**config.mk**
```make
export PLATFORM = sky130hd
export DESIGN_NAME = cubic_trajectory_interpolator_top_flat
export DESIGN_NICKNAME = d
export VERILOG_FILES = /design/src/design/cti_pkg.sv /design/src/design/cti_if.sv /design/src/design/cubic_trajectory_interpolator_top.sv /design/src/flat_wrapper.sv
export SDC_FILE = /design/constraint.sdc
export NUM_CORES = 2
export LEC_CHECK = 0
export BUFFER_PORTS_ARGS = -buffer_cell sky130_fd_sc_hd__buf_2
export CAP_MARGIN = 0
export CORE_MARGIN = 4
export CORE_UTILIZATION = 40
export DETAILED_ROUTE_END_ITERATION = 8
export PLACE_DENSITY_LB_ADDON = 0.1
export REMOVE_ABC_BUFFERS = 1
export SETUP_SLACK_MARGIN = 0.15
export SYNTH_ARGS = -nofsm -noshare
export SYNTH_HDL_FRONTEND = slang
export SYNTH_SLANG_ARGS = --single-unit
```
**constraint.sdc**
```tcl
create_clock -name clk -period 17.4 [get_ports clk]
set_input_delay 0 -clock clk [delete_from_list [all_inputs] [get_ports clk]]
set_output_delay 0 -clock clk [all_outputs]
set_load 0.01 [all_outputs]
```
**src/design/cti_pkg.sv**
```systemverilog
package cti_pkg;

	localparam int NPOS = 6;

	localparam logic [2:0] FN_LOAD    = 3'd0;
	localparam logic [2:0] FN_COMMIT  = 3'd1;
	localparam logic [2:0] FN_TICK    = 3'd2;
	localparam logic [2:0] FN_FINISH  = 3'd3;
	localparam logic [2:0] FN_RESTART = 3'd4;

	localparam logic REG_CYCLE = 1'b0;
	localparam logic REG_CTYPE = 1'b1;

	typedef struct packed {
		logic        [2:0]  func;
		logic        [2:0]  axis;
		logic signed [31:0] position;
		logic signed [31:0] velocity;
		logic        [15:0] segment_time_ms;
	} in_item_t;

	typedef struct packed {
		logic        [31:0] timestamp_ms;
		logic               kind;
		logic signed [31:0] pos_axis0;
		logic signed [31:0] pos_axis1;
		logic signed [31:0] pos_axis2;
		logic signed [31:0] pos_axis3;
		logic signed [31:0] pos_axis4;
		logic signed [31:0] pos_axis5;
		logic               segment_last;
		logic               final_point;
		logic               invalid_segment;
	} out_item_t;

	typedef enum logic [3:0] {
		ST_IDLE, ST_SDIV, ST_SQ, ST_CU, ST_W0M, ST_W0D, ST_W1M, ST_W1D,
		ST_A1, ST_A2, ST_A3, ST_FIN, ST_OUT
	} state_t;

endpackage

```
**src/design/cti_if.sv**
```systemverilog
interface cti_in_if;
	import cti_pkg::*;
	logic     valid;
	logic     ready;
	in_item_t data;
	modport source (output valid, output data, input ready);
	modport sink (input valid, input data, output ready);
endinterface

interface cti_out_if;
	import cti_pkg::*;
	logic      valid;
	logic      ready;
	out_item_t data;
	modport source (output valid, output data, input ready);
	modport sink (input valid, input data, output ready);
endinterface

```
**src/design/cubic_trajectory_interpolator_top.sv**
```systemverilog
// Six-axis cubic Hermite trajectory sampler. One item is handled at a time: load,
// commit, restart and items that give no result complete on acceptance; finish
// loads the result and then waits for the output handshake. A tick runs through
// one shared bit-serial shift-add multiplier and one restoring divider: the
// divider gives the curve parameter and the multiplier its square and cube, then
// per axis both velocities are multiplied by the segment time and divided by
// 1000, and three products are summed into the new position.
// Positions are Q16.16, velocities Q16.16 per second.
module cubic_trajectory_interpolator_top
	import cti_pkg::*;
#(
	parameter int AXES = 6
) (
	input  logic       clk,
	input  logic       arst_n,
	input  logic       cfg_we,
	input  logic       cfg_idx,
	input  logic [4:0] cfg_wdata,
	cti_in_if.sink     req,
	cti_out_if.source  rsp
);
	localparam int AW = (AXES > 1) ? $clog2(AXES) : 1;
	localparam int NP = (AXES > NPOS) ? AXES : NPOS;
	localparam logic [5:0] MUL_LAST = 6'd29;
	localparam logic [5:0] DIV_LAST = 6'd49;

	state_t state_q, state_d;

	logic [4:0]         cycle_q;
	logic               ctype_q;
	logic signed [31:0] stg_pos_q [AXES];
	logic signed [31:0] stg_vel_q [AXES];
	logic signed [31:0] st_pos_q  [AXES];
	logic signed [31:0] st_vel_q  [AXES];
	logic signed [31:0] en_pos_q  [AXES];
	logic signed [31:0] en_vel_q  [AXES];
	logic signed [31:0] pos_q     [NP];
	logic [15:0]        stg_time_q, seg_time_q, end_time_q, idx_q, t_q;
	logic [31:0]        tick_q, stamp_q;
	logic [1:0]         held_q;
	logic               active_q, last_q, inv_q, final_q;

	logic [AW-1:0]      ax_q;
	logic [24:0]        s_q, s2_q, s3_q;
	logic signed [47:0] wp_q;
	logic signed [39:0] w0_q, w1_q;
	logic signed [63:0] acc_q;
	logic [5:0]         cnt_q;
	logic [63:0]        mc_q, prod_q;
	logic [27:0]        mp_q;
	logic               mneg_q;
	logic [15:0]        rem_q;
	logic [47:0]        qq_q;
	logic               dneg_q;

	logic               acc_in, is_mul, is_div, done;
	logic signed [49:0] ma;
	logic signed [27:0] mb;
	logic signed [27:0] h01, h10, h11;
	logic signed [63:0] mres, p_round;
	logic [15:0]        dvs;
	logic [16:0]        rtmp;
	logic               rge;
	logic [20:0]        t_full;
	logic [21:0]        t_next;
	logic [36:0]        stamp_full;
	logic [63:0]        rmag;
	logic signed [32:0] dlt;

	assign acc_in = req.valid && req.ready;

	always_comb begin
		h01 = 28'(3 * $signed({3'b0, s2_q})) - 28'(2 * $signed({3'b0, s3_q}));
		h10 = $signed({3'b0, s_q}) - 28'(2 * $signed({3'b0, s2_q})) + $signed({3'b0, s3_q});
		h11 = $signed({3'b0, s3_q}) - $signed({3'b0, s2_q});
		dlt = 33'(en_pos_q[ax_q]) - 33'(st_pos_q[ax_q]);
		ma = '0;
		mb = '0;
		case (state_q)
			ST_SQ: begin
				ma = 50'(s_q);
				mb = 28'(s_q);
			end
			ST_CU: begin
				ma = 50'(s2_q);
				mb = 28'(s_q);
			end
			ST_W0M: begin
				ma = 50'(st_vel_q[ax_q]);
				mb = 28'(seg_time_q);
			end
			ST_W1M: begin
				ma = 50'(en_vel_q[ax_q]);
				mb = 28'(seg_time_q);
			end
			ST_A1: begin
				ma = 50'(dlt);
				mb = h01;
			end
			ST_A2: begin
				ma = 50'(w0_q);
				mb = h10;
			end
			ST_A3: begin
				ma = 50'(w1_q);
				mb = h11;
			end
			default: begin
				ma = '0;
				mb = '0;
			end
		endcase
		mres = mneg_q ? -$signed(prod_q) : $signed(prod_q);
		dvs  = (state_q == ST_SDIV) ? seg_time_q : 16'd1000;
		rtmp = {rem_q, qq_q[47]};
		rge  = rtmp >= {1'b0, dvs};
		rmag = acc_q[63] ? 64'(-acc_q) : 64'(acc_q);
		p_round = 64'(st_pos_q[ax_q]) + (acc_q[63] ? -$signed(64'((rmag + 64'd8388608) >> 24))
			: $signed(64'((rmag + 64'd8388608) >> 24)));
		t_full = 21'(idx_q) * 21'(cycle_q);
		t_next = (22'(idx_q) + 22'd1) * 22'(cycle_q);
		stamp_full = 37'(tick_q) * 37'(cycle_q);
	end

	always_comb begin
		is_mul = (state_q == ST_SQ) || (state_q == ST_CU) || (state_q == ST_W0M) ||
			(state_q == ST_W1M) || (state_q == ST_A1) || (state_q == ST_A2) ||
			(state_q == ST_A3);
		is_div = (state_q == ST_SDIV) || (state_q == ST_W0D) || (state_q == ST_W1D);
		done = (is_mul && cnt_q == MUL_LAST) || (is_div && cnt_q == DIV_LAST);
		req.ready = (state_q == ST_IDLE);
		rsp.valid = (state_q == ST_OUT);
		state_d = state_q;
		case (state_q)
			ST_IDLE: begin
				if (acc_in && req.data.func == FN_TICK && active_q)
					state_d = ST_SDIV;
				else if (acc_in && req.data.func == FN_FINISH && held_q != 2'd0)
					state_d = ST_OUT;
			end
			ST_SDIV: if (done) state_d = ST_SQ;
			ST_SQ:   if (done) state_d = ST_CU;
			ST_CU:   if (done) state_d = ST_W0M;
			ST_W0M:  if (done) state_d = ST_W0D;
			ST_W0D:  if (done) state_d = ST_W1M;
			ST_W1M:  if (done) state_d = ST_W1D;
			ST_W1D:  if (done) state_d = ST_A1;
			ST_A1:   if (done) state_d = ST_A2;
			ST_A2:   if (done) state_d = ST_A3;
			ST_A3:   if (done) state_d = ST_FIN;
			ST_FIN:  state_d = (32'(ax_q) == AXES - 1) ? ST_OUT : ST_W0M;
			ST_OUT:  if (rsp.ready) state_d = ST_IDLE;
			default: state_d = ST_IDLE;
		endcase
	end

	always_ff @(posedge clk or negedge arst_n) begin
		if (!arst_n) state_q <= ST_IDLE;
		else state_q <= state_d;
	end

	always_ff @(posedge clk or negedge arst_n) begin
		if (!arst_n) begin
			cycle_q <= 5'd1;
			ctype_q <= 1'b0;
			for (int i = 0; i < AXES; i++) begin
				stg_pos_q[i] <= '0;
				stg_vel_q[i] <= '0;
				st_pos_q[i]  <= '0;
				st_vel_q[i]  <= '0;
				en_pos_q[i]  <= '0;
				en_vel_q[i]  <= '0;
			end
			for (int i = 0; i < NP; i++) pos_q[i] <= '0;
			stg_time_q <= '0;
			seg_time_q <= '0;
			end_time_q <= '0;
			idx_q      <= '0;
			tick_q     <= '0;
			held_q     <= '0;
			active_q   <= 1'b0;
			cnt_q      <= '0;
			ax_q       <= '0;
			stamp_q    <= '0;
			t_q        <= '0;
			last_q     <= 1'b0;
			inv_q      <= 1'b0;
			final_q    <= 1'b0;
		end else begin
			if (cfg_we) begin
				if (cfg_idx == REG_CYCLE)
					cycle_q <= (cfg_wdata == 5'd0) ? 5'd1 : (cfg_wdata > 5'd16) ? 5'd16 : cfg_wdata;
				else if (cfg_idx == REG_CTYPE)
					ctype_q <= cfg_wdata[0];
			end
			if (acc_in) begin
				case (req.data.func)
					FN_LOAD: begin
						if (32'(req.data.axis) < AXES) begin
							stg_pos_q[req.data.axis[AW-1:0]] <= req.data.position;
							stg_vel_q[req.data.axis[AW-1:0]] <= req.data.velocity;
							stg_time_q <= req.data.segment_time_ms;
						end
					end
					FN_COMMIT: begin
						for (int i = 0; i < AXES; i++) begin
							st_pos_q[i] <= en_pos_q[i];
							st_vel_q[i] <= en_vel_q[i];
							en_pos_q[i] <= stg_pos_q[i];
							en_vel_q[i] <= stg_vel_q[i];
						end
						seg_time_q <= end_time_q;
						end_time_q <= stg_time_q;
						held_q   <= (held_q == 2'd2) ? 2'd2 : held_q + 2'd1;
						active_q <= (held_q != 2'd0);
						idx_q    <= '0;
					end
					FN_RESTART: begin
						held_q   <= '0;
						active_q <= 1'b0;
						idx_q    <= '0;
						tick_q   <= '0;
					end
					FN_TICK: begin
						if (active_q) begin
							stamp_q <= (stamp_full[36:32] != 5'd0) ? '1 : stamp_full[31:0];
							t_q     <= (t_full > 21'(seg_time_q)) ? seg_time_q : t_full[15:0];
							last_q  <= t_next >= 22'(seg_time_q);
							inv_q   <= (seg_time_q == 16'd0);
							final_q <= 1'b0;
							ax_q    <= '0;
							if (tick_q != '1) tick_q <= tick_q + 32'd1;
							if (t_next >= 22'(seg_time_q)) active_q <= 1'b0;
							else idx_q <= idx_q + 16'd1;
						end
					end
					FN_FINISH: begin
						if (held_q != 2'd0) begin
							stamp_q <= (stamp_full[36:32] != 5'd0) ? '1 : stamp_full[31:0];
							last_q  <= 1'b0;
							inv_q   <= 1'b0;
							final_q <= 1'b1;
							active_q <= 1'b0;
							for (int i = 0; i < AXES; i++) pos_q[i] <= en_pos_q[i];
						end
					end
					default: ;
				endcase
			end
			if (is_mul || is_div) cnt_q <= done ? 6'd0 : cnt_q + 6'd1;
			if (state_q == ST_FIN) begin
				pos_q[ax_q] <= (p_round > 64'sd2147483647) ? 32'sh7FFFFFFF :
					(p_round < -64'sd2147483648) ? 32'sh80000000 : p_round[31:0];
				ax_q <= ax_q + AW'(1);
			end
		end
	end

	// shared serial multiplier and divider
	always_ff @(posedge clk) begin
		if (is_mul) begin
			if (cnt_q == 6'd0) begin
				mc_q   <= 64'(ma[49] ? -ma : ma);
				mp_q   <= mb[27] ? 28'(-mb) : 28'(mb);
				prod_q <= '0;
				mneg_q <= ma[49] ^ mb[27];
			end else if (cnt_q != MUL_LAST) begin
				prod_q <= prod_q + (mp_q[0] ? mc_q : 64'd0);
				mc_q   <= mc_q << 1;
				mp_q   <= mp_q >> 1;
			end else begin
				case (state_q)
					ST_SQ:   s2_q  <= 25'((prod_q + 64'd8388608) >> 24);
					ST_CU:   s3_q  <= 25'((prod_q + 64'd8388608) >> 24);
					ST_W0M:  wp_q  <= mres[47:0];
					ST_W1M:  wp_q  <= mres[47:0];
					ST_A1:   acc_q <= mres;
					ST_A2:   acc_q <= acc_q + mres;
					ST_A3:   acc_q <= acc_q + mres;
					default: ;
				endcase
			end
		end
		if (is_div) begin
			if (cnt_q == 6'd0) begin
				rem_q <= '0;
				if (state_q == ST_SDIV) begin
					qq_q   <= {8'd0, t_q, 24'd0};
					dneg_q <= 1'b0;
				end else begin
					qq_q   <= (wp_q[47] ? 48'(-wp_q) : 48'(wp_q)) + 48'd500;
					dneg_q <= wp_q[47];
				end
			end else if (cnt_q != DIV_LAST) begin
				rem_q <= rge ? 16'(rtmp - {1'b0, dvs}) : rtmp[15:0];
				qq_q  <= {qq_q[46:0], rge};
			end else begin
				case (state_q)
					ST_SDIV: s_q <= (seg_time_q == 16'd0) ? 25'd0 :
						(qq_q > 48'd16777216) ? 25'd16777216 : qq_q[24:0];
					ST_W0D:  w0_q <= dneg_q ? -$signed(qq_q[39:0]) : $signed(qq_q[39:0]);
					ST_W1D:  w1_q <= dneg_q ? -$signed(qq_q[39:0]) : $signed(qq_q[39:0]);
					default: ;
				endcase
			end
		end
	end

	always_comb begin
		rsp.data.timestamp_ms    = stamp_q;
		rsp.data.kind            = ctype_q;
		rsp.data.pos_axis0       = pos_q[0];
		rsp.data.pos_axis1       = pos_q[1];
		rsp.data.pos_axis2       = pos_q[2];
		rsp.data.pos_axis3       = pos_q[3];
		rsp.data.pos_axis4       = pos_q[4];
		rsp.data.pos_axis5       = pos_q[5];
		rsp.data.segment_last    = last_q;
		rsp.data.final_point     = final_q;
		rsp.data.invalid_segment = inv_q;
	end

	a_held: assert property (@(posedge clk) disable iff (!arst_n) held_q != 2'd3)
		else $error("held count out of range");
	a_active: assert property (@(posedge clk) disable iff (!arst_n) active_q |-> held_q == 2'd2)
		else $error("segment active without two waypoints");
	a_cycle: assert property (@(posedge clk) disable iff (!arst_n)
		cycle_q != 5'd0 && cycle_q <= 5'd16)
		else $error("cycle period out of range");
	a_out: assert property (@(posedge clk) disable iff (!arst_n)
		rsp.valid && !rsp.ready |=> rsp.valid && $stable(pos_q[0]))
		else $error("result changed while waiting");
endmodule
```
**src/flat_wrapper.sv**
```systemverilog
// flat-port wrapper written by rule: the top's interface ports become plain ports
module cubic_trajectory_interpolator_top_flat import cti_pkg::*;
#(
	parameter int AXES = 6
)
  (clk, arst_n, cfg_we, cfg_idx, cfg_wdata, req_valid, req_data, req_ready, rsp_valid, rsp_data, rsp_ready);
  cti_in_if req_i ();
  cti_out_if rsp_i ();
  input  logic clk;
  input  logic arst_n;
  input  logic cfg_we;
  input  logic cfg_idx;
  input  logic [4:0] cfg_wdata;
  input wire logic [$bits(req_i.valid)-1:0] req_valid;
  input wire logic [$bits(req_i.data)-1:0] req_data;
  output wire logic [$bits(req_i.ready)-1:0] req_ready;
  output wire logic [$bits(rsp_i.valid)-1:0] rsp_valid;
  output wire logic [$bits(rsp_i.data)-1:0] rsp_data;
  input wire logic [$bits(rsp_i.ready)-1:0] rsp_ready;
  assign req_i.valid = req_valid;
  assign req_i.data = req_data;
  assign req_ready = req_i.ready;
  assign rsp_valid = rsp_i.valid;
  assign rsp_data = rsp_i.data;
  assign rsp_i.ready = rsp_ready;
  cubic_trajectory_interpolator_top #(.AXES(AXES)) u_core (.clk(clk), .arst_n(arst_n), .cfg_we(cfg_we), .cfg_idx(cfg_idx), .cfg_wdata(cfg_wdata), .req(req_i), .rsp(rsp_i));
endmodule
```
==> impl_metrics.env <==
export IMPL_syn_cell_area_um2=124000
export IMPL_io_buffers=326
export IMPL_async_reset_ff_frac=0.756
export IMPL_drv_slew=0
export IMPL_die_area_um2=320000
export IMPL_start_util=0.402
export IMPL_cp_common_cell="nand2_1"
export IMPL_tns_ps=0
export IMPL_post_drt_wl_per_cell_um=23.3
export IMPL_drive_above_1_share=0.110
export IMPL_ys_warnings_count=0
export IMPL_synth_edf_count=489
export IMPL_synth_cell_types=104
export IMPL_fin_ws_ps=5360
export IMPL_clock_fmax_mhz=83.1
export IMPL_synth_flop_cell="dfrtp_1"
export IMPL_grt_pass1_wl_um=638000
export IMPL_final_nets=14600
export IMPL_fillers=29700
export IMPL_ys_seq_elements=2002
export IMPL_critPathTopFamily="simple AND/OR/NAND/NOR gates"
export IMPL_finalCritPeriodShare=0.692
export IMPL_grt_total_usage=0.258
export IMPL_maxSlewHeadroom=0.128
export IMPL_syn_to_final_growth_pct=12.6
export IMPL_dp_cells=17500
export IMPL_h_tree_depth=4
export IMPL_cts_tree="done"
export IMPL_route_detailed_drc=0
export IMPL_wl_um=421000
export IMPL_p_per_area_nw_per_um2=71.6
export IMPL_antenna_found_initial=22
export IMPL_cp_max_fo=83
export IMPL_grt_pass1_vias=100000
export IMPL_slowest_delay_ps=970
export IMPL_synthTopCellsByCount="nand2_1, dfrtp_1, a21oi_1"
export IMPL_fp_dieH_um=565
export IMPL_crit_slowest_cell="nor4b_1"
export IMPL_clk_pin_slew_ps=70
export IMPL_drt_antenna_violating_nets=0
export IMPL_rsz0062_at_grt="no"
export IMPL_p_leak_nw=67.4
export IMPL_dp_slack_ps=5430
export IMPL_routed_via_density=5.65
export IMPL_critPathCaptureType="flop"
export IMPL_finalHoldViolCount=0
export IMPL_place_congestion=0.913
export IMPL_synth_cells=13600
export IMPL_min_path_type="in -> reg"
export IMPL_die_w_um=565
export IMPL_core_um2=309000
export IMPL_via_count=102000
export IMPL_worstPathArrival_ps=12910
export IMPL_critPathRequiredTime_ps=18280
export IMPL_synth_avg_cell_area_um2=9.14
export IMPL_rows=204
export IMPL_cts_max_path_buffers=4
export IMPL_dr_pass1_iters=6
export IMPL_synth_seq_area_share=0.423
export IMPL_yosys_top_cells_area="dfrtp_1, edfxtp_1, nand2_1"
export IMPL_drt_iter0_drc=9328
export IMPL_overflow=0
export IMPL_critPathBufInv=2
export IMPL_clock_sinks=2002
export IMPL_max_cap_viol_count=0
export IMPL_cts_setup_buffers=0
export IMPL_whs_ps=55.1
export IMPL_max_slew_worst_pin_slew_ps=1300
export IMPL_grt_max_degree=235
export IMPL_yosysTopAreaCell="dfrtp_1"
export IMPL_pin_count=327
export IMPL_dp_hpwl_um=299000
export IMPL_min_period_ps=12040
export IMPL_cts_root_buf="clkbuf_16"
export IMPL_start_kind="flop"
export IMPL_instances_no_fill=18100
export IMPL_skew_ps=117
export IMPL_synth_top_area_share=0.305
export IMPL_critPathKind="reg -> reg"
export IMPL_worst_ir_drop_vdd_mv=0.0832
export IMPL_status="complete, no violations"
export IMPL_yosysMostFrequentCell="nand2_1"
export IMPL_cts_buffers=233
export IMPL_insertion_delay_ps=940
export IMPL_final_setup_viol_count=0
## registers in the layout, indices dropped and copies added, names as in the netlist, 28 cells and up
signal	flops
u_core.tick_q	32
u_core.en_pos_q	192
u_core.st_pos_q	192
u_core.stamp_q	32
u_core.mc_q	64
u_core.rsp.data	192
u_core.w0_q	40
u_core.qq_q	48
u_core.acc_q	64
u_core.st_vel_q	192
u_core.stg_pos_q	192
u_core.en_vel_q	192
u_core.stg_vel_q	192
u_core.mp_q	28
u_core.wp_q	48
u_core.prod_q	64
u_core.w1_q	40
## path summary, 6_finish.rpt
kind | from | end | slack, ps | cells after the start
max | u_core.acc_q[17] | u_core.rsp.data[182] | 5360 | 31
min | req_data[19] | u_core.stg_vel_q[163] | 60 | 3
max reg2reg | u_core.acc_q[17] | u_core.rsp.data[182] | 5360 | 31
min reg2reg | u_core.stg_pos_q[40] | u_core.en_pos_q[40] | 400 | 2
max in group asynchronous | arst_n | u_core.st_vel_q[20] | 14200 | 6
min in group asynchronous | arst_n | u_core.stg_pos_q[49] | 360 | 4
## through the flow
step | total power (W) | utilization | cell area [µm²]
after floorplan | 0.00492 | - | 121000
after global placement | 0.00504 | 0.421 | 130000
after detailed placement | 0.00505 | 0.421 | 130000
after CTS | 0.0101 | 0.452 | 140000
after global routing | 0.0103 | 0.452 | 140000
final | 0.0100 | 0.452 | 140000
## cells in the final DEF, fill, tap and decap left out, types with 158 or more instances in the layout
| cell type | n |
|---|---|
| a311o_1 | 158 |
| nand2_1 | 3623 |
| dlygate4sd3_1 | 199 |
| nor3_1 | 168 |
| ha_1 | 517 |
| edfxtp_1 | 489 |
| nand3_1 | 228 |
| a21oi_1 | 691 |
| and2_1 | 294 |
| inv_1 | 403 |
| xnor2_1 | 455 |
| xor2_1 | 272 |
| buf_4 | 186 |
| o21ai_0 | 541 |
| mux2_2 | 414 |
| mux2i_1 | 212 |
| buf_2 | 325 |
| a21o_1 | 193 |
| clkbuf_16 | 236 |
| nor2_1 | 601 |
| dfrtp_1 | 1507 |
| fa_1 | 187 |
## cell families (layout without fill, tap and decap cells)
logic type / after synthesis / count (layout) / synth area share
multiplexers: 689 / 689 / 0.0660
flip-flops: 2002 / 2002 / 0.423
buffers and inverters: 1178 / 1556 / 0.0368
adder cells (fa/ha/maj): 704 / 704 / 0.0822
other: 1 / 15 / 0.0000302
AO/OA/AOI/OAI: 2631 / 2631 / 0.142
XOR/XNOR: 737 / 737 / 0.0521
AND/OR/NAND/NOR: 5647 / 5647 / 0.197
## repair_timing
item                      in CTS  in global routing
hold endpoints to repair     809                  0
hold buffers                 200                  0
gates resized for setup        0                  0
## where the power goes
group          internal [W]  leakage (nW)  switching [W]
Combinational     0.0000530          38.0       0.000135
Clock               0.00294          3.85        0.00208
Sequential          0.00480          25.6     0.00000109
## tightest hold or removal path, stage by stage
cell and delay, ps:
dlygate4sd3_1 570, buf_2 180, mux2_2 150
## per-layer routing
| layer | global-route usage | up-vias | share of wire |
|---|---|---|---|
| met1 | 0.371 | 50900 | 0.46 |
| li1 | - | 47700 | - |
| met4 | 0.0836 | 16 | 0.037 |
| met2 | 0.400 | 3123 | 0.44 |
| met3 | 0.0385 | 562 | 0.063 |
| met5 | 0 | - | 0.00025 |
## layout make-up
class                   count  area (µm²)  area share
diodes                     14        35.0    0.000251
clock buffers             327        6690      0.0478
clock inverters           101        1130     0.00806
inverters                 407        1530      0.0109
multi-input cells       10400       67500       0.483
flip-flops and latches   2002       52600       0.376
well taps                4120        5150      0.0369
repair buffers            721        5240      0.0375
(Power assumes the default switching activity.)
